`config.mk`:
```
export PLATFORM = sky130hd
export DESIGN_NAME = ordered_list_engine
export DESIGN_NICKNAME = d
export VERILOG_FILES = /design/src/rtl/ole_pkg.sv /design/src/rtl/ole_dpath.sv /design/src/rtl/ole_ctrl.sv /design/src/rtl/ordered_list_engine.sv
export SDC_FILE = /design/constraint.sdc
export NUM_CORES = 1
export LEC_CHECK = 0
export BUFFER_PORTS_ARGS = -buffer_cell sky130_fd_sc_hd__buf_2
export CORE_ASPECT_RATIO = 0.75
export CORE_MARGIN = 3
export CORE_UTILIZATION = 50
export DETAILED_ROUTE_END_ITERATION = 10
export HOLD_SLACK_MARGIN = 0.05
export PLACE_DENSITY = 0.66
export SLEW_MARGIN = 20
export SYNTH_ARGS = -nofsm -noshare
export SYNTH_HDL_FRONTEND = slang
export SYNTH_SLANG_ARGS = --single-unit
```
`constraint.sdc`:
```
create_clock -name clock -period 4.9 [get_ports clock]
set_input_delay 0.49 -clock clock [delete_from_list [all_inputs] [get_ports clock]]
set_output_delay 0.49 -clock clock [all_outputs]
set_load 0.005 [all_outputs]
```
`src/rtl/ole_pkg.sv`:
```
// Shared types and constants for the ordered list engine.
`default_nettype none
package ole_pkg;

   localparam int CAPACITY = 16;
   localparam int IW       = $clog2(CAPACITY);
   localparam int CW       = $clog2(CAPACITY + 1);
   localparam int XW       = CW + 1;
   localparam int POS_W    = 5;
   localparam int CMPW     = (CW > POS_W) ? CW : POS_W;
   localparam int VAL_W    = 32;
   localparam int REQ_W    = 40;
   localparam int RSP_W    = 48;

   typedef enum logic [1:0] {
      OP_APPEND = 2'd0,
      OP_READ   = 2'd1,
      OP_REMOVE = 2'd2,
      OP_SEARCH = 2'd3
   } ole_op_type;

   typedef enum logic [1:0] {
      ST_OK   = 2'd0,
      ST_MISS = 2'd1,
      ST_FULL = 2'd2
   } ole_status_type;

   typedef struct packed {
      logic capture;
      logic append;
      logic set_miss;
      logic set_full;
      logic start_read;
      logic start_shift;
      logic start_search;
      logic shift_step;
      logic search_step;
      logic take_read;
      logic take_found;
      logic dec_count;
      logic publish;
   } ole_cmd_type;

   typedef struct packed {
      ole_op_type op;
      logic       pos_ok;
      logic       shift_more;
      logic       full;
      logic       empty;
      logic       shift_cont;
      logic       search_more;
      logic       match;
   } ole_sts_type;

endpackage
`default_nettype wire

```
`src/rtl/ole_dpath.sv`:
```
// Datapath of the ordered list engine: entry memory, count, walk index and result registers.
`default_nettype none
module ole_dpath (
   input  wire logic                      clock,
   input  wire logic                      reset,
   input  wire logic [ole_pkg::REQ_W-1:0] req_tdata,
   input  wire ole_pkg::ole_cmd_type      cmd,
   output ole_pkg::ole_sts_type           sts,
   output logic [ole_pkg::RSP_W-1:0]      rsp_tdata
);
   import ole_pkg::*;

   logic [VAL_W-1:0] mem [CAPACITY];
   logic [VAL_W-1:0] rdata_ff;
   logic [IW-1:0]    raddr;
   logic             wen;
   logic [IW-1:0]    waddr;
   logic [VAL_W-1:0] wdata;

   ole_op_type       op_ff;
   logic [POS_W-1:0] pos_ff;
   logic [VAL_W-1:0] key_ff;
   logic [CW-1:0]    count_ff, count_in;
   logic [IW-1:0]    idx_ff, idx_in;
   ole_status_type   res_status_ff, res_status_in;
   logic [VAL_W-1:0] res_read_ff, res_read_in;
   logic [POS_W-1:0] res_found_ff, res_found_in;
   logic [RSP_W-1:0] rsp_data_ff;

   logic [XW-1:0]    idx_x, count_x;

   assign idx_x   = XW'(idx_ff);
   assign count_x = XW'(count_ff);

   always_comb begin
      sts.op          = op_ff;
      sts.pos_ok      = (pos_ff != '0) && (CMPW'(pos_ff) <= CMPW'(count_ff));
      sts.shift_more  = CMPW'(pos_ff) < CMPW'(count_ff);
      sts.full        = count_ff == CW'(CAPACITY);
      sts.empty       = count_ff == '0;
      sts.shift_cont  = (idx_x + XW'(2)) < count_x;
      sts.search_more = (idx_x + XW'(1)) < count_x;
      sts.match       = rdata_ff == key_ff;
   end

   always_comb begin
      raddr = idx_ff + IW'(1);
      if (cmd.start_read) begin
         raddr = IW'(pos_ff - POS_W'(1));
      end else if (cmd.start_shift) begin
         raddr = IW'(pos_ff);
      end else if (cmd.start_search) begin
         raddr = '0;
      end else if (cmd.shift_step) begin
         raddr = idx_ff + IW'(2);
      end
   end

   always_comb begin
      wen   = cmd.append || cmd.shift_step;
      waddr = cmd.shift_step ? idx_ff : IW'(count_ff);
      wdata = cmd.shift_step ? rdata_ff : key_ff;
   end

   always_ff @(posedge clock) begin
      if (wen) begin
         mem[waddr] <= wdata;
      end
      rdata_ff <= mem[raddr];
   end

   always_comb begin
      count_in      = count_ff;
      idx_in        = idx_ff;
      res_status_in = res_status_ff;
      res_read_in   = res_read_ff;
      res_found_in  = res_found_ff;
      if (cmd.capture) begin
         res_status_in = ST_OK;
         res_read_in   = '0;
         res_found_in  = '0;
      end
      if (cmd.append) begin
         count_in = count_ff + CW'(1);
      end
      if (cmd.dec_count) begin
         count_in = count_ff - CW'(1);
      end
      if (cmd.set_miss) begin
         res_status_in = ST_MISS;
      end
      if (cmd.set_full) begin
         res_status_in = ST_FULL;
      end
      if (cmd.start_shift) begin
         idx_in = IW'(pos_ff - POS_W'(1));
      end
      if (cmd.start_search) begin
         idx_in = '0;
      end
      if (cmd.shift_step || cmd.search_step) begin
         idx_in = idx_ff + IW'(1);
      end
      if (cmd.take_read) begin
         res_read_in = rdata_ff;
      end
      if (cmd.take_found) begin
         res_found_in = POS_W'(idx_x + XW'(1));
      end
   end

   always_ff @(posedge clock) begin
      if (reset) begin
         count_ff <= '0;
      end else begin
         count_ff <= count_in;
      end
      idx_ff        <= idx_in;
      res_status_ff <= res_status_in;
      res_read_ff   <= res_read_in;
      res_found_ff  <= res_found_in;
      if (cmd.capture) begin
         op_ff  <= ole_op_type'(req_tdata[1:0]);
         pos_ff <= req_tdata[6:2];
         key_ff <= req_tdata[38:7];
      end
      if (cmd.publish) begin
         rsp_data_ff <= {4'b0000, POS_W'(count_ff), res_found_ff, res_read_ff,
                         res_status_ff};
      end
   end

   assign rsp_tdata = rsp_data_ff;

   a_count_bound: assert property (@(posedge clock) disable iff (reset)
      count_ff <= CW'(CAPACITY))
      else $error("entry count above capacity");

   a_append_room: assert property (@(posedge clock) disable iff (reset)
      cmd.append |-> !sts.full)
      else $error("append issued on a full list");

   a_shift_inside: assert property (@(posedge clock) disable iff (reset)
      cmd.shift_step |-> ((idx_x + XW'(1)) < count_x))
      else $error("shift writes outside the held entries");

   a_count_step: assert property (@(posedge clock) disable iff (reset)
      cmd.dec_count |=> (count_ff == $past(count_ff) - CW'(1)))
      else $error("remove did not drop the count by one");

endmodule
`default_nettype wire

```
`src/rtl/ole_ctrl.sv`:
```
// Controller of the ordered list engine: request sequencing and result handshake.
`default_nettype none
module ole_ctrl (
   input  wire logic                 clock,
   input  wire logic                 reset,
   input  wire logic                 req_tvalid,
   output logic                      req_tready,
   output logic                      rsp_tvalid,
   input  wire logic                 rsp_tready,
   input  wire ole_pkg::ole_sts_type sts,
   output ole_pkg::ole_cmd_type      cmd
);
   import ole_pkg::*;

   typedef enum logic [2:0] {
      S_IDLE,
      S_DISPATCH,
      S_READ_WAIT,
      S_SHIFT,
      S_SEARCH,
      S_FINISH
   } state_type;

   state_type state_ff, state_in;
   logic      rsp_tvalid_ff, rsp_tvalid_in;
   logic      out_free;

   assign out_free   = !rsp_tvalid_ff || rsp_tready;
   assign req_tready = state_ff == S_IDLE;
   assign rsp_tvalid = rsp_tvalid_ff;

   always_comb begin
      cmd           = '0;
      state_in      = state_ff;
      rsp_tvalid_in = rsp_tvalid_ff && !rsp_tready;
      case (state_ff)
         S_IDLE: begin
            if (req_tvalid) begin
               cmd.capture = 1'b1;
               state_in    = S_DISPATCH;
            end
         end
         S_DISPATCH: begin
            state_in = S_FINISH;
            case (sts.op)
               OP_APPEND: begin
                  if (sts.full) begin
                     cmd.set_full = 1'b1;
                  end else begin
                     cmd.append = 1'b1;
                  end
               end
               OP_READ: begin
                  if (!sts.pos_ok) begin
                     cmd.set_miss = 1'b1;
                  end else begin
                     cmd.start_read = 1'b1;
                     state_in       = S_READ_WAIT;
                  end
               end
               OP_REMOVE: begin
                  if (!sts.pos_ok) begin
                     cmd.set_miss = 1'b1;
                  end else if (sts.shift_more) begin
                     cmd.start_shift = 1'b1;
                     state_in        = S_SHIFT;
                  end else begin
                     cmd.dec_count = 1'b1;
                  end
               end
               OP_SEARCH: begin
                  if (sts.empty) begin
                     cmd.set_miss = 1'b1;
                  end else begin
                     cmd.start_search = 1'b1;
                     state_in         = S_SEARCH;
                  end
               end
               default: begin
                  cmd.set_miss = 1'b1;
               end
            endcase
         end
         S_READ_WAIT: begin
            cmd.take_read = 1'b1;
            state_in      = S_FINISH;
         end
         S_SHIFT: begin
            cmd.shift_step = 1'b1;
            if (!sts.shift_cont) begin
               cmd.dec_count = 1'b1;
               state_in      = S_FINISH;
            end
         end
         S_SEARCH: begin
            if (sts.match) begin
               cmd.take_found = 1'b1;
               state_in       = S_FINISH;
            end else if (sts.search_more) begin
               cmd.search_step = 1'b1;
            end else begin
               cmd.set_miss = 1'b1;
               state_in     = S_FINISH;
            end
         end
         S_FINISH: begin
            if (out_free) begin
               cmd.publish   = 1'b1;
               rsp_tvalid_in = 1'b1;
               state_in      = S_IDLE;
            end
         end
         default: begin
            state_in = S_IDLE;
         end
      endcase
   end

   always_ff @(posedge clock) begin
      if (reset) begin
         state_ff      <= S_IDLE;
         rsp_tvalid_ff <= 1'b0;
      end else begin
         state_ff      <= state_in;
         rsp_tvalid_ff <= rsp_tvalid_in;
      end
   end

   a_one_at_a_time: assert property (@(posedge clock) disable iff (reset)
      (req_tvalid && req_tready) |=> !req_tready)
      else $error("second request taken while one is in progress");

   a_publish_free: assert property (@(posedge clock) disable iff (reset)
      cmd.publish |=> rsp_tvalid)
      else $error("published result not presented");

endmodule
`default_nettype wire

```
`src/rtl/ordered_list_engine.sv`:
```
// Top level of the ordered list engine: bounded list with append, read, remove and search.
// One request is handled at a time: remove shifts the later entries down and search scans from
// the front, one entry per cycle; a result left waiting in the output register holds the next
// request in its final state.
// Reset (synchronous, active high) empties the list; entry storage is not cleared.
`default_nettype none
module ordered_list_engine (
   input  wire logic                      clock,
   input  wire logic                      reset,
   input  wire logic                      req_tvalid,
   output logic                           req_tready,
   // opcode[1:0], position[6:2], item_value[38:7], zero fill
   input  wire logic [ole_pkg::REQ_W-1:0] req_tdata,
   output logic                           rsp_tvalid,
   input  wire logic                      rsp_tready,
   // status[1:0], read_value[33:2], found_position[38:34], entry_count[43:39], zero fill
   output logic [ole_pkg::RSP_W-1:0]      rsp_tdata
);
   import ole_pkg::*;

   ole_cmd_type cmd;
   ole_sts_type sts;

   ole_ctrl u_ctrl (
      .clock      (clock),
      .reset      (reset),
      .req_tvalid (req_tvalid),
      .req_tready (req_tready),
      .rsp_tvalid (rsp_tvalid),
      .rsp_tready (rsp_tready),
      .sts        (sts),
      .cmd        (cmd)
   );

   ole_dpath u_dpath (
      .clock     (clock),
      .reset     (reset),
      .req_tdata (req_tdata),
      .cmd       (cmd),
      .sts       (sts),
      .rsp_tdata (rsp_tdata)
   );

endmodule
`default_nettype wire

```
==> summary.txt <==
final clock skew - 0.0211 ns
cell count after synthesis - 1743
root buf cell - clkbuf_16
vias post-DR - 15343
ANT cells - 0
crit path to - u_dpath.rdata_ff[10]
CTS tree - done
post-layout min period - 4.33 ns
Top Family by Delay on Critical Path - compound AO/OA/AOI/OAI gates
startpoint class of the critical path - flip-flop
CP max stage delay - 0.53 ns
most common cell after layout, fill and taps aside - edfxtp_1
crit path max fanout - 57
DRC - 0
port bufs - 88
FMAX - 0.231 GHz
CP max-delay cell - or4_1
prevailing post-synth register cell - edfxtp_1
routed wire length - 63700 µm
hpwl dp - 35700 µm
CP Launch Point - u_dpath.count_ff[3]
post-DR vias/cell - 5.81
Worst VDD drop - 0.279 mV
Crit path buffers/inverters - 3
Syn Area/Cell - 15.7 µm²
# fillers - 4108
crit share post-route - 0.884
area grow syn2layout - 14.7%
crit-path cells - inv_1 > ha_1 > o21ai_0 > o221ai_1 > a211o_1 > a31oi_4 > buf_12 > buf_12 > nor2b_1 > a211oi_1 > a211oi_1 > or4_1
Int Pwr - 10.4 mW
initial DRC count - 1488
initial antenna violation count - 0
gpl congestion - 0.806
clock buffer count from CTS - 66
Slew Limit Fails - 0
Sw Ratio - 0.264
Design Area, Final - 31300 µm²
EDFF count, synth - 636
CORE AREA - 53500 µm²
Clock Sinks - 679
CP Depth - 12
later-pin clock latency in the skew report - 0.61 ns
Routed WL per cell - 24.1 µm
register bit total from synthesis - 679
FF/Latch Area - 20000 µm²
Multi-input gate area - 6930 µm²
# rows - 73
placed cell count - 2484
post-detailed-placement cell area - 28800 µm²
Crit Path Class - reg2reg
Psw - 3.76 mW
Die W - 276 µm
vias in the first global route - 14893
Longest Clk Path Bufs - 3
crit path capture type - flip-flop
grt ovf - 0
Synth cell types - 56
worst hold stages - 1
GRT Total Usage - 0.223
commonest cells after routing, fill and taps aside - 636 x edfxtp_1, 242 x a211oi_1, 134 x mux2i_1
Fin. Hold Viols - 0
Hold Crit Class - in2reg
synthesized area - 27300 µm²
post-synthesis sequential area ratio - 0.730
clock-pin slew on the worst setup and hold paths - 0.06 ns
required time worst endpoint - 5.38 ns
I/O Pins - 94
max cap viols - 0
r2r endpoint - u_dpath.rdata_ff[10]
endpoints failing setup - 0
Nets - 1947
R2R cell count - 12
clock share of power - 0.354
reg2reg start - u_dpath.count_ff[3]
min-delay src - req_tdata[38]
Starting Density - 0.511
relative slew slack - 0.286
power per cell area - 453 nW/µm²
Combinational Power Share - 0.154
yosys warns - 0
share of layout cells above drive strength 1 - 0.148
flop2flop setup slack - 0.57 ns
Seq pwr share - 0.492
first-pass GRT wire length - 94500 µm
Setup TNS - 0 ns
Slew @ Worst Pin - 1.07 ns
unrepaired setup endpoints after global routing - no
async set-reset flop share out of synthesis - 0
largest net degree at the start of global routing - 129
Die Area - 57500 µm²
antenna viol nets, final - 0
CTS HTree Levels - 3
DR pass1 iterations - 5
status - finished, final reports clean
Worst Path Arrival - 4.81 ns
Lkg Pwr - 10.7 nW
Die Ht - 208 µm
final non-filler cell total - 2642
Post-CTS Setup Inserts - 0
[Yosys cell counts, types with 2 or more instances]
master / instances / area share
a211oi_1: 242 / 0.066
a211oi_2: 20 / 0.0092
a21o_1: 8 / 0.0022
a21oi_1: 20 / 0.0037
a31oi_1: 9 / 0.0021
and2_1: 35 / 0.0080
and3_1: 6 / 0.0014
buf_1: 2 / 0.00027
buf_2: 45 / 0.0082
buf_4: 9 / 0.0025
buf_6: 2 / 0.00082
clkbuf_1: 50 / 0.0069
dfxtp_1: 43 / 0.032
edfxtp_1: 636 / 0.70
ha_1: 25 / 0.011
inv_1: 25 / 0.0034
mux2i_1: 134 / 0.049
nand2_1: 119 / 0.016
nand2b_1: 6 / 0.0014
nand3_1: 8 / 0.0015
nand3b_1: 2 / 0.00055
nand4_1: 11 / 0.0025
nor2_1: 35 / 0.0048
nor2b_1: 129 / 0.030
nor3_1: 4 / 0.00073
nor3b_1: 5 / 0.0014
nor4_1: 2 / 0.00046
o211a_1: 3 / 0.0011
o211ai_1: 2 / 0.00055
o21ai_0: 9 / 0.0016
or2_1: 2 / 0.00046
or4_1: 33 / 0.0091
xnor2_1: 36 / 0.012
xor2_1: 4 / 0.0013
[stage by stage]
step                      utilization  hold slack, ns  total power, mW  setup WS, ns
after floorplan                     -           0.400             8.50          1.42
after global placement          0.538           0.403             9.21         0.807
after detailed placement        0.538           0.406             9.26         0.668
after CTS                       0.585          0.0502             14.3         0.608
after global routing            0.585          0.0602             14.8         0.346
final                           0.585          0.0893             14.2         0.568
[flip-flops by register name (all words and copies together), names as in the netlist]
signal                 flops
u_ctrl.rsp_tvalid          1
u_ctrl.state_ff            3
u_dpath.count_ff           5
u_dpath.idx_ff             4
u_dpath.key_ff            32
u_dpath.mem              512
u_dpath.op_ff              2
u_dpath.pos_ff             5
u_dpath.rdata_ff          32
u_dpath.res_found_ff       5
u_dpath.res_read_ff       32
u_dpath.res_status_ff      2
u_dpath.rsp_tdata         44
[worst min-delay path by stage]
stage	end	slack, ns
finish	u_dpath.key_ff[31]	0.09
detailed placement	u_dpath.rsp_tdata[3]	0.41
CTS	u_dpath.key_ff[3]	0.05
global route	u_dpath.key_ff[31]	0.06
global placement	u_dpath.rsp_tdata[3]	0.40
floorplan	u_dpath.rsp_tdata[10]	0.40
[metal layers]
metal / track usage / up-vias / part of all wire
li1: - / 7009 / -
met1: 0.333 / 7749 / 0.45
met2: 0.340 / 498 / 0.46
met3: 0.0446 / 87 / 0.070
met4: 0.0525 / 0 / 0.019
met5: 0 / - / 0
[power by group through the flow]
stage	clock, mW	sequential, mW	combinational (mW)
6_report	5.03	6.98	2.19
5_1_grt	5.37	7.01	2.38
4_1_cts	5.12	6.98	2.19
3_5_place_dp	0	7.10	2.16
3_3_place_gp	0	7.10	2.11
2_1_floorplan	0	7.00	1.50
[kinds of logic after synthesis]
kind of cell / after synthesis / share of synthesized area
simple gates: 403 / 0.0805
compound gates: 326 / 0.0924
flops: 679 / 0.730
other cells: 1 / 0.000137
xor+xnor: 40 / 0.0128
buf+inv: 133 / 0.0221
mux: 135 / 0.0495
fa+ha+maj: 26 / 0.0122
[layout make-up]
type,instances,area share
clock buffer,90,0.0572
clock inverter,31,0.0113
inverter,25,0.00299
multi-input combinational,934,0.221
sequential,679,0.637
tap,712,0.0284
timing repair buffer,171,0.0421
[timing repair]
action	in CTS	in global routing
hold buffers	35	2
endpoints found under the hold margin	35	2
gates resized for setup	0	0
Note: power is estimated with default switching activity, not from simulation.
